--- config.mk ---
export PLATFORM = sky130hd
export DESIGN_NAME = sha256_stream_hasher
export DESIGN_NICKNAME = d
export VERILOG_FILES = /design/src/sv/sha_pkg.sv /design/src/sv/sha_front.sv /design/src/sv/sha_core.sv /design/src/sv/sha256_stream_hasher.sv
export SDC_FILE = /design/constraint.sdc
export NUM_CORES = 2
export LEC_CHECK = 0
export BUFFER_PORTS_ARGS = -buffer_cell sky130_fd_sc_hd__buf_2
export CORE_ASPECT_RATIO = 1.2
export CORE_UTILIZATION = 45
export CTS_CLUSTER_DIAMETER = 40
export DETAILED_ROUTE_END_ITERATION = 6
export PLACE_DENSITY = 0.61
export SYNTH_ARGS = -nofsm -noshare
export SYNTH_HDL_FRONTEND = slang
export SYNTH_SLANG_ARGS = --single-unit
--- constraint.sdc ---
create_clock -name clk -period 30.5 [get_ports clk]
set_input_delay 3.05 -clock clk [delete_from_list [all_inputs] [get_ports clk]]
set_output_delay 3.05 -clock clk [all_outputs]
set_load 0.02 [all_outputs]
--- src/sv/sha_pkg.sv ---
// Package with the SHA-256 hasher's types, constants and round functions.
package sha_pkg;

  typedef struct packed {
    logic [7:0] data_byte;
    logic       byte_valid;
    logic       message_end;
  } sha_in_t;

  typedef struct packed {
    logic [31:0] digest_word;
    logic [2:0]  word_index;
    logic        last_word;
  } sha_out_t;

  // Classified command passed from the front part to the back part.
  typedef struct packed {
    logic [7:0] data_byte;
    logic       has_byte;
    logic       finish;
  } sha_cmd_t;

  localparam logic [7:0] PadByte = 8'h80;

  function automatic logic [31:0] round_k(input logic [5:0] idx);
    logic [31:0] k;
    begin
      case (idx)
        6'd0: k = 32'h428a2f98;  6'd1: k = 32'h71374491;  6'd2: k = 32'hb5c0fbcf;
        6'd3: k = 32'he9b5dba5;  6'd4: k = 32'h3956c25b;  6'd5: k = 32'h59f111f1;
        6'd6: k = 32'h923f82a4;  6'd7: k = 32'hab1c5ed5;  6'd8: k = 32'hd807aa98;
        6'd9: k = 32'h12835b01;  6'd10: k = 32'h243185be; 6'd11: k = 32'h550c7dc3;
        6'd12: k = 32'h72be5d74; 6'd13: k = 32'h80deb1fe; 6'd14: k = 32'h9bdc06a7;
        6'd15: k = 32'hc19bf174; 6'd16: k = 32'he49b69c1; 6'd17: k = 32'hefbe4786;
        6'd18: k = 32'h0fc19dc6; 6'd19: k = 32'h240ca1cc; 6'd20: k = 32'h2de92c6f;
        6'd21: k = 32'h4a7484aa; 6'd22: k = 32'h5cb0a9dc; 6'd23: k = 32'h76f988da;
        6'd24: k = 32'h983e5152; 6'd25: k = 32'ha831c66d; 6'd26: k = 32'hb00327c8;
        6'd27: k = 32'hbf597fc7; 6'd28: k = 32'hc6e00bf3; 6'd29: k = 32'hd5a79147;
        6'd30: k = 32'h06ca6351; 6'd31: k = 32'h14292967; 6'd32: k = 32'h27b70a85;
        6'd33: k = 32'h2e1b2138; 6'd34: k = 32'h4d2c6dfc; 6'd35: k = 32'h53380d13;
        6'd36: k = 32'h650a7354; 6'd37: k = 32'h766a0abb; 6'd38: k = 32'h81c2c92e;
        6'd39: k = 32'h92722c85; 6'd40: k = 32'ha2bfe8a1; 6'd41: k = 32'ha81a664b;
        6'd42: k = 32'hc24b8b70; 6'd43: k = 32'hc76c51a3; 6'd44: k = 32'hd192e819;
        6'd45: k = 32'hd6990624; 6'd46: k = 32'hf40e3585; 6'd47: k = 32'h106aa070;
        6'd48: k = 32'h19a4c116; 6'd49: k = 32'h1e376c08; 6'd50: k = 32'h2748774c;
        6'd51: k = 32'h34b0bcb5; 6'd52: k = 32'h391c0cb3; 6'd53: k = 32'h4ed8aa4a;
        6'd54: k = 32'h5b9cca4f; 6'd55: k = 32'h682e6ff3; 6'd56: k = 32'h748f82ee;
        6'd57: k = 32'h78a5636f; 6'd58: k = 32'h84c87814; 6'd59: k = 32'h8cc70208;
        6'd60: k = 32'h90befffa; 6'd61: k = 32'ha4506ceb; 6'd62: k = 32'hbef9a3f7;
        default: k = 32'hc67178f2;
      endcase
      return k;
    end
  endfunction

  function automatic logic [31:0] initial_h(input logic [2:0] idx);
    logic [31:0] h;
    begin
      case (idx)
        3'd0: h = 32'h6a09e667;
        3'd1: h = 32'hbb67ae85;
        3'd2: h = 32'h3c6ef372;
        3'd3: h = 32'ha54ff53a;
        3'd4: h = 32'h510e527f;
        3'd5: h = 32'h9b05688c;
        3'd6: h = 32'h1f83d9ab;
        default: h = 32'h5be0cd19;
      endcase
      return h;
    end
  endfunction

  function automatic logic [31:0] ror32(input logic [31:0] x, input int n);
    return (x >> n) | (x << (32 - n));
  endfunction

endpackage

--- src/sv/sha_front.sv ---
// Input front end: classifies transfers and queues commands for the core.
module sha_front
  import sha_pkg::*;
(
  input  logic     clk,
  input  logic     rst,
  input  sha_in_t  in_item,
  input  logic     in_valid,
  output logic     in_stall,
  output sha_cmd_t cmd,
  output logic     cmd_valid,
  input  logic     cmd_take
);

  localparam int Depth = 2;

  sha_cmd_t   slots [Depth];
  logic       wr_ptr;
  logic       rd_ptr;
  logic [1:0] fill;
  logic       push;
  logic       pop;

  assign in_stall  = (fill == 2'(Depth));
  assign cmd_valid = (fill != 2'd0);
  assign cmd       = slots[rd_ptr];
  // Idle transfers carry nothing and are dropped here.
  assign push = in_valid && !in_stall && (in_item.byte_valid || in_item.message_end);
  assign pop  = cmd_valid && cmd_take;

  // Two-entry queue between front and back.
  always_ff @(posedge clk) begin
    if (rst) begin
      wr_ptr <= 1'b0;
      rd_ptr <= 1'b0;
      fill   <= 2'd0;
    end else begin
      if (push) begin
        wr_ptr <= ~wr_ptr;
      end
      if (pop) begin
        rd_ptr <= ~rd_ptr;
      end
      fill <= fill + {1'b0, push} - {1'b0, pop};
    end
  end

  always_ff @(posedge clk) begin
    if (push) begin
      slots[wr_ptr] <= '{data_byte: in_item.data_byte, has_byte: in_item.byte_valid,
                         finish: in_item.message_end};
    end
  end

`ifndef NO_ASSERTIONS
  a_fill_range: assert property (@(posedge clk) disable iff (rst) fill <= 2'(Depth))
    else $error("queue fill out of range");
  a_no_push_full: assert property (@(posedge clk) disable iff (rst)
    (fill == 2'(Depth)) |-> !push)
    else $error("push into full queue");
  a_fill_track: assert property (@(posedge clk) disable iff (rst)
    (push && !pop) |=> (fill == $past(fill) + 2'd1))
    else $error("fill did not count a push");
`endif

endmodule

--- src/sv/sha_core.sv ---
// Back end: block assembly, padding, 64-round compression and digest output.
module sha_core
  import sha_pkg::*;
(
  input  logic     clk,
  input  logic     rst,
  input  sha_cmd_t cmd,
  input  logic     cmd_valid,
  output logic     cmd_take,
  output sha_out_t out_item,
  output logic     out_valid,
  input  logic     out_stall
);

  typedef enum logic [5:0] {
    S_IDLE  = 6'b000001,
    S_PAD   = 6'b000010,
    S_ROUND = 6'b000100,
    S_FOLD  = 6'b001000,
    S_LEN   = 6'b010000,
    S_OUT   = 6'b100000
  } state_t;

  state_t      state;
  logic [31:0] chain [8];
  logic [31:0] wsched [16];
  logic [31:0] ra, rb, rc, rd, re, rf, rg, rh;
  logic [60:0] count;
  logic [5:0]  round;
  logic        finishing;
  logic        padded;
  logic        len_pending;
  logic [2:0]  out_idx;

  logic [5:0]  pos;
  logic [3:0]  wi;
  logic [4:0]  sh;
  logic [60:0] count_inc;
  logic [31:0] t1, t2, s0, s1, w_new;

  assign pos       = count[5:0];
  assign wi        = pos[5:2];
  assign sh        = 5'd24 - {pos[1:0], 3'b000};
  assign count_inc = count + 61'd1;
  assign cmd_take  = (state == S_IDLE);
  assign out_valid = (state == S_OUT);
  assign out_item  = '{digest_word: chain[out_idx], word_index: out_idx,
                       last_word: (out_idx == 3'd7)};

  // Round datapath and schedule extension over a 16-word window.
  always_comb begin
    t1 = rh + (ror32(re, 6) ^ ror32(re, 11) ^ ror32(re, 25)) + ((re & rf) ^ (~re & rg))
         + round_k(round) + wsched[0];
    t2 = (ror32(ra, 2) ^ ror32(ra, 13) ^ ror32(ra, 22)) + ((ra & rb) ^ (ra & rc) ^ (rb & rc));
    s0 = ror32(wsched[1], 7) ^ ror32(wsched[1], 18) ^ (wsched[1] >> 3);
    s1 = ror32(wsched[14], 17) ^ ror32(wsched[14], 19) ^ (wsched[14] >> 10);
    w_new = wsched[0] + s0 + wsched[9] + s1;
  end

  always_ff @(posedge clk) begin
    if (rst) begin
      state       <= S_IDLE;
      count       <= '0;
      round       <= '0;
      finishing   <= 1'b0;
      padded      <= 1'b0;
      len_pending <= 1'b0;
      out_idx     <= '0;
      for (int i = 0; i < 8; i++) begin
        chain[i] <= initial_h(3'(i));
      end
    end else begin
      case (state)
        S_IDLE: begin
          if (cmd_valid) begin
            finishing <= cmd.finish;
            if (cmd.has_byte) begin
              // Place the byte big-endian within its word.
              if (pos[1:0] == 2'd0) begin
                wsched[wi] <= {cmd.data_byte, 24'd0};
              end else begin
                wsched[wi] <= wsched[wi] | (32'(cmd.data_byte) << sh);
              end
              count <= count_inc;
              if (count_inc[5:0] == 6'd0) begin
                round <= '0;
                {ra, rb, rc, rd} <= {chain[0], chain[1], chain[2], chain[3]};
                {re, rf, rg, rh} <= {chain[4], chain[5], chain[6], chain[7]};
                state <= S_ROUND;
              end else if (cmd.finish) begin
                state <= S_PAD;
              end
            end else if (cmd.finish) begin
              state <= S_PAD;
            end
          end
        end
        S_PAD: begin
          // Pad byte, zero tail, and the length when it fits in this block.
          for (int i = 0; i < 16; i++) begin
            if (4'(i) == wi) begin
              if (pos[1:0] == 2'd0) begin
                wsched[i] <= {PadByte, 24'd0};
              end else begin
                wsched[i] <= (wsched[i] & (32'hFFFFFFFF << (sh + 5'd8)))
                             | (32'(PadByte) << sh);
              end
            end else if (4'(i) > wi) begin
              if (pos < 6'd56 && i == 14) begin
                wsched[i] <= count[60:29];
              end else if (pos < 6'd56 && i == 15) begin
                wsched[i] <= {count[28:0], 3'b000};
              end else begin
                wsched[i] <= '0;
              end
            end
          end
          len_pending <= (pos >= 6'd56);
          padded <= 1'b1;
          round <= '0;
          {ra, rb, rc, rd} <= {chain[0], chain[1], chain[2], chain[3]};
          {re, rf, rg, rh} <= {chain[4], chain[5], chain[6], chain[7]};
          state <= S_ROUND;
        end
        S_ROUND: begin
          {rb, rc, rd} <= {ra, rb, rc};
          {rf, rg, rh} <= {re, rf, rg};
          ra <= t1 + t2;
          re <= rd + t1;
          for (int i = 0; i < 15; i++) begin
            wsched[i] <= wsched[i+1];
          end
          wsched[15] <= w_new;
          round <= round + 6'd1;
          if (round == 6'd63) begin
            state <= S_FOLD;
          end
        end
        S_FOLD: begin
          chain[0] <= chain[0] + ra; chain[1] <= chain[1] + rb;
          chain[2] <= chain[2] + rc; chain[3] <= chain[3] + rd;
          chain[4] <= chain[4] + re; chain[5] <= chain[5] + rf;
          chain[6] <= chain[6] + rg; chain[7] <= chain[7] + rh;
          // A message that ends on a full block still needs its padding block.
          if (!finishing) begin
            state <= S_IDLE;
          end else if (!padded) begin
            state <= S_PAD;
          end else if (len_pending) begin
            state <= S_LEN;
          end else begin
            state <= S_OUT;
          end
        end
        S_LEN: begin
          // Extra block holding only zeros and the bit length.
          for (int i = 0; i < 14; i++) begin
            wsched[i] <= '0;
          end
          wsched[14] <= {count[60:29]};
          wsched[15] <= {count[28:0], 3'b000};
          len_pending <= 1'b0;
          round <= '0;
          {ra, rb, rc, rd} <= {chain[0], chain[1], chain[2], chain[3]};
          {re, rf, rg, rh} <= {chain[4], chain[5], chain[6], chain[7]};
          state <= S_ROUND;
        end
        S_OUT: begin
          if (!out_stall) begin
            out_idx <= out_idx + 3'd1;
            if (out_idx == 3'd7) begin
              for (int i = 0; i < 8; i++) begin
                chain[i] <= initial_h(3'(i));
              end
              count     <= '0;
              finishing <= 1'b0;
              padded    <= 1'b0;
              state     <= S_IDLE;
            end
          end
        end
        default: state <= S_IDLE;
      endcase
    end
  end

`ifndef NO_ASSERTIONS
  a_onehot: assert property (@(posedge clk) disable iff (rst) $onehot(state))
    else $error("state not one-hot");
  a_out_hold: assert property (@(posedge clk) disable iff (rst)
    (out_valid && out_stall) |=> (out_valid && $stable(out_idx)))
    else $error("digest word moved while stalled");
  a_round_end: assert property (@(posedge clk) disable iff (rst)
    (state == S_ROUND && round == 6'd63) |=> (state == S_FOLD))
    else $error("round loop did not end in fold");
  a_idx_idle: assert property (@(posedge clk) disable iff (rst)
    (state == S_IDLE) |-> (out_idx == 3'd0))
    else $error("word index not cleared");
`endif

endmodule

--- src/sv/sha256_stream_hasher.sv ---
// Top level of the streaming SHA-256 hasher: front queue and compression core.
//
//   channel | direction | payload   | handshake
//   in      | input     | sha_in_t  | in_valid / in_stall
//   out     | output    | sha_out_t | out_valid / out_stall
//
// A byte transfer that does not fill a block is placed into it while the core is idle.
// A full block runs the round loop and then a fold; an end transfer adds a pad
// step, one or two compressions (a second one needs one more set-up state)
// and eight digest words, each of which waits while out_stall is high.
// The two-entry queue accepts while the core rounds or waits, until it fills.
// Reset restores the initial hash values and a zero byte count.
module sha256_stream_hasher
  import sha_pkg::*;
(
  input  logic     clk,
  input  logic     rst,
  input  sha_in_t  in_item,
  input  logic     in_valid,
  output logic     in_stall,
  output sha_out_t out_item,
  output logic     out_valid,
  input  logic     out_stall
);

  sha_cmd_t cmd;
  logic     cmd_valid;
  logic     cmd_take;

  sha_front u_front (
    .clk       (clk),
    .rst       (rst),
    .in_item   (in_item),
    .in_valid  (in_valid),
    .in_stall  (in_stall),
    .cmd       (cmd),
    .cmd_valid (cmd_valid),
    .cmd_take  (cmd_take)
  );

  sha_core u_core (
    .clk       (clk),
    .rst       (rst),
    .cmd       (cmd),
    .cmd_valid (cmd_valid),
    .cmd_take  (cmd_take),
    .out_item  (out_item),
    .out_valid (out_valid),
    .out_stall (out_stall)
  );

endmodule
==> flow_summary.json <==
{
  "num_vias": 68100,
  "grt_use_total": 0.348,
  "grt_max_degree": 201,
  "cts_tree": "yes",
  "clockRootBuffer": "clkbuf_16",
  "start_util": 0.455,
  "dp.final_hpwl_um": 238000,
  "synth_ff_type": "edfxtp_1",
  "fill_cells": 16300,
  "hold_violations": 0,
  "drt-total-wl_um": 323000,
  "cts-buffers-inserted": 199,
  "critical_path_arrival_ps": 9050,
  "rsz0062_at_grt": "no",
  "drt_iter0_markers": 7500,
  "critPathMaxStageDelay_ps": 560,
  "core_area_um2": 180000,
  "cts_max_path_buffers": 3,
  "die_h_um": 469,
  "io_pins": 52,
  "syn_avg_cell_area_um2": 10.2,
  "area_delta_synth_final_pct": 11.6,
  "post-route-drc-count": 12,
  "r2r-end": "u_core.ra[30]$_DFFE_PP_",
  "cp_top_family": "compound AO/OA/AOI/OAI gates",
  "rr_startpoint": "u_core.re[7]$_DFFE_PP_",
  "grt-ovfl-total": 0,
  "mostFrequentLayoutCell": "nand2_1",
  "finalSetupViolCount": 0,
  "drive_gt1_frac": 0.115,
  "ctsResizeCount": 0,
  "r2r_setup_slack_ps": 21990,
  "die-width_um": 391,
  "dieArea_um2": 183000,
  "yosys-top-cells-area": "edfxtp_1 (34%), ha_1 (6.2%), dfxtp_1 (6.2%)",
  "crit_slowest_cell": "edfxtp_1",
  "reg2regPathDepth": 30,
  "synthDistinctLibCells": 100,
  "finalClockSkew_ps": 60.6,
  "holdBufCountCts": 0,
  "async_flop_share": 0,
  "hold_start": "u_core.chain[5][8]$_SDFFE_PP0P_",
  "hold_depth": 2,
  "grt_pass1_wl_um": 464000,
  "drt_first_pass_iters": 7,
  "layout_common_cells": "nand2_1 (1099), edfxtp_1 (916), a21oi_1 (503)",
  "vias_per_cell": 6.46,
  "routabilityCongestion": 0.999,
  "synth.top_cell.area_share": 0.337,
  "violations": "design-rule violations",
  "required_ps": 31040,
  "synth_seq_area_share": 0.399,
  "crit_path_max_fanout": 6,
  "slew-limit-headroom": 0.0517,
  "timing.final.max_slew_violations": 0,
  "synth_edf_count": 916,
  "period_needed_ps": 8510,
  "holdPathEnd": "u_core.chain[5][8]$_SDFFE_PP0P_",
  "synth_top_cell_by_area": "edfxtp_1",
  "clk_pin_slew_worst_paths_ps": 50,
  "grt_pass1_vias": 66600,
  "fin_util": 0.508,
  "post_cts_buffers": 0,
  "status": "finished, violations left",
  "fmax_mhz": 118,
  "drt-wirelength-per-cell_um": 30.6,
  "tns_ps": 0,
  "syn_nets": 8648,
  "drv_cap": 0,
  "portBuffers": 51,
  "placementRows": 170,
  "grt_antenna_before_repair": 20,
  "yosys_warnings": 0,
  "path_buf_inv": 2,
  "worstMarginPinSlew_ps": 1420,
  "clock_latency_ps": 870,
  "final_cell_area_um2": 91100,
  "synth_area_um2": 81600,
  "end_kind": "flop",
  "htreeDepth": 4,
  "placed_area_um2": 84300,
  "postRouteAntennaNets": 0,
  "path_common_cell": "fa_1",
  "crit_path_start_kind": "flop",
  "ys_ff_latch": 1167,
  "numClockSinks": 1167,
  "min-delay-path-class": "flop to flop",
  "syn-instance-count": 8037,
  "period_share": 0.279,
  "final_nets": 8543,
  "critical_path_class": "flop to flop"
}
area by class of cell:
| type | count | area [um^2] | share of cell area |
|---|---|---|---|
| diodes | 37 | 92.6 | 0.00102 |
| clock buffers | 232 | 5280 | 0.0579 |
| clock inverters | 146 | 1470 | 0.0162 |
| inverters | 378 | 1420 | 0.0156 |
| multi-input cells | 5992 | 45900 | 0.504 |
| flip-flops and latches | 1167 | 32600 | 0.357 |
| well taps | 2408 | 3010 | 0.0331 |
| repair buffers | 194 | 1370 | 0.0150 |
routing by layer:
layer | part of all wire | up-vias | global-route usage
li1 | - | 29800 | -
met4 | 0.082 | 0 | 0.254
met2 | 0.48 | 3654 | 0.576
met1 | 0.37 | 33900 | 0.413
met3 | 0.073 | 874 | 0.0528
met5 | 0 | - | 0
cells in the mapped netlist (all sizes together), types with 55 or more instances:
cell,n
clkbuf,379
a21oi,505
nand2,1106
o211ai,86
nand2b,62
buf,121
and2,56
mux2,56
edfxtp,916
xnor2,387
mux4,220
xor2,219
nand3,134
a211oi,64
nor2,494
ha,402
a221o,304
inv,377
fa,195
a22o,101
nor3,142
nor2b,55
a21o,182
o21ai,465
dfxtp,251
o21a,65
worst max path at each step:
stage / slack [ps] / endpoint / depth (start not counted) / start
after floorplan: 14980 / u_core.ra[0]$_DFFE_PP_ / 6 / rst
after global placement: 22120 / u_core.ra[30]$_DFFE_PP_ / 30 / u_core.re[7]$_DFFE_PP_
after detailed placement: 22070 / u_core.ra[30]$_DFFE_PP_ / 30 / u_core.re[7]$_DFFE_PP_
after CTS: 22050 / u_core.ra[30]$_DFFE_PP_ / 30 / u_core.re[7]$_DFFE_PP_
after global routing: 21610 / u_core.ra[30]$_DFFE_PP_ / 28 / u_core.re[7]$_DFFE_PP_
final: 21990 / u_core.ra[30]$_DFFE_PP_ / 30 / u_core.re[7]$_DFFE_PP_
stage by stage:
step / worst slack (ps) / hold slack [ps] / instances
after floorplan: 14980 / 453 / 8037
after global placement: 22120 / 479 / 10100
after detailed placement: 22070 / 483 / 10100
after CTS: 22050 / 490 / 10500
after global routing: 21610 / 516 / 10500
final: 21990 / 489 / 10600
worst reg2reg max path: cells and delay by family, from the launching register on:
family | cells | cell delay [ps]
adder cells (fa/ha/maj) | 7 | 2700
AND/OR/NAND/NOR | 5 | 940
AO/OA/AOI/OAI | 12 | 2780
buffers and inverters | 2 | 120
XOR/XNOR | 4 | 1090
flip-flops | 1 | 560
logic make-up after synthesis:
family | after synthesis | share of synthesized area
adders and majority gates | 620 | 0.112
xor gates and xnor gates | 608 | 0.0657
muxes | 326 | 0.0746
and+or+nand+nor | 2266 | 0.123
buffers and inverters | 878 | 0.0418
DFF | 1167 | 0.399
AOI/OAI and AO/OA | 2172 | 0.184
sequential cells by signal, indices dropped and copies added, names as in the netlist, 2 cells and up, named ones only:
register,count
u_front.fill,2
u_core.round,6
u_core.count,61
u_core.rc,32
u_core.rh,32
u_core.rb,32
u_core.re,32
u_core.rf,32
u_core.state,6
u_core.rg,32
u_core.out_idx,3
u_core.chain,256
u_core.wsched,512
u_front.slots,20
u_core.ra,32
u_core.rd,32
Power is not shown: default switching activity piles up to over one toggle a cycle in this logic, so the estimate is an artifact.
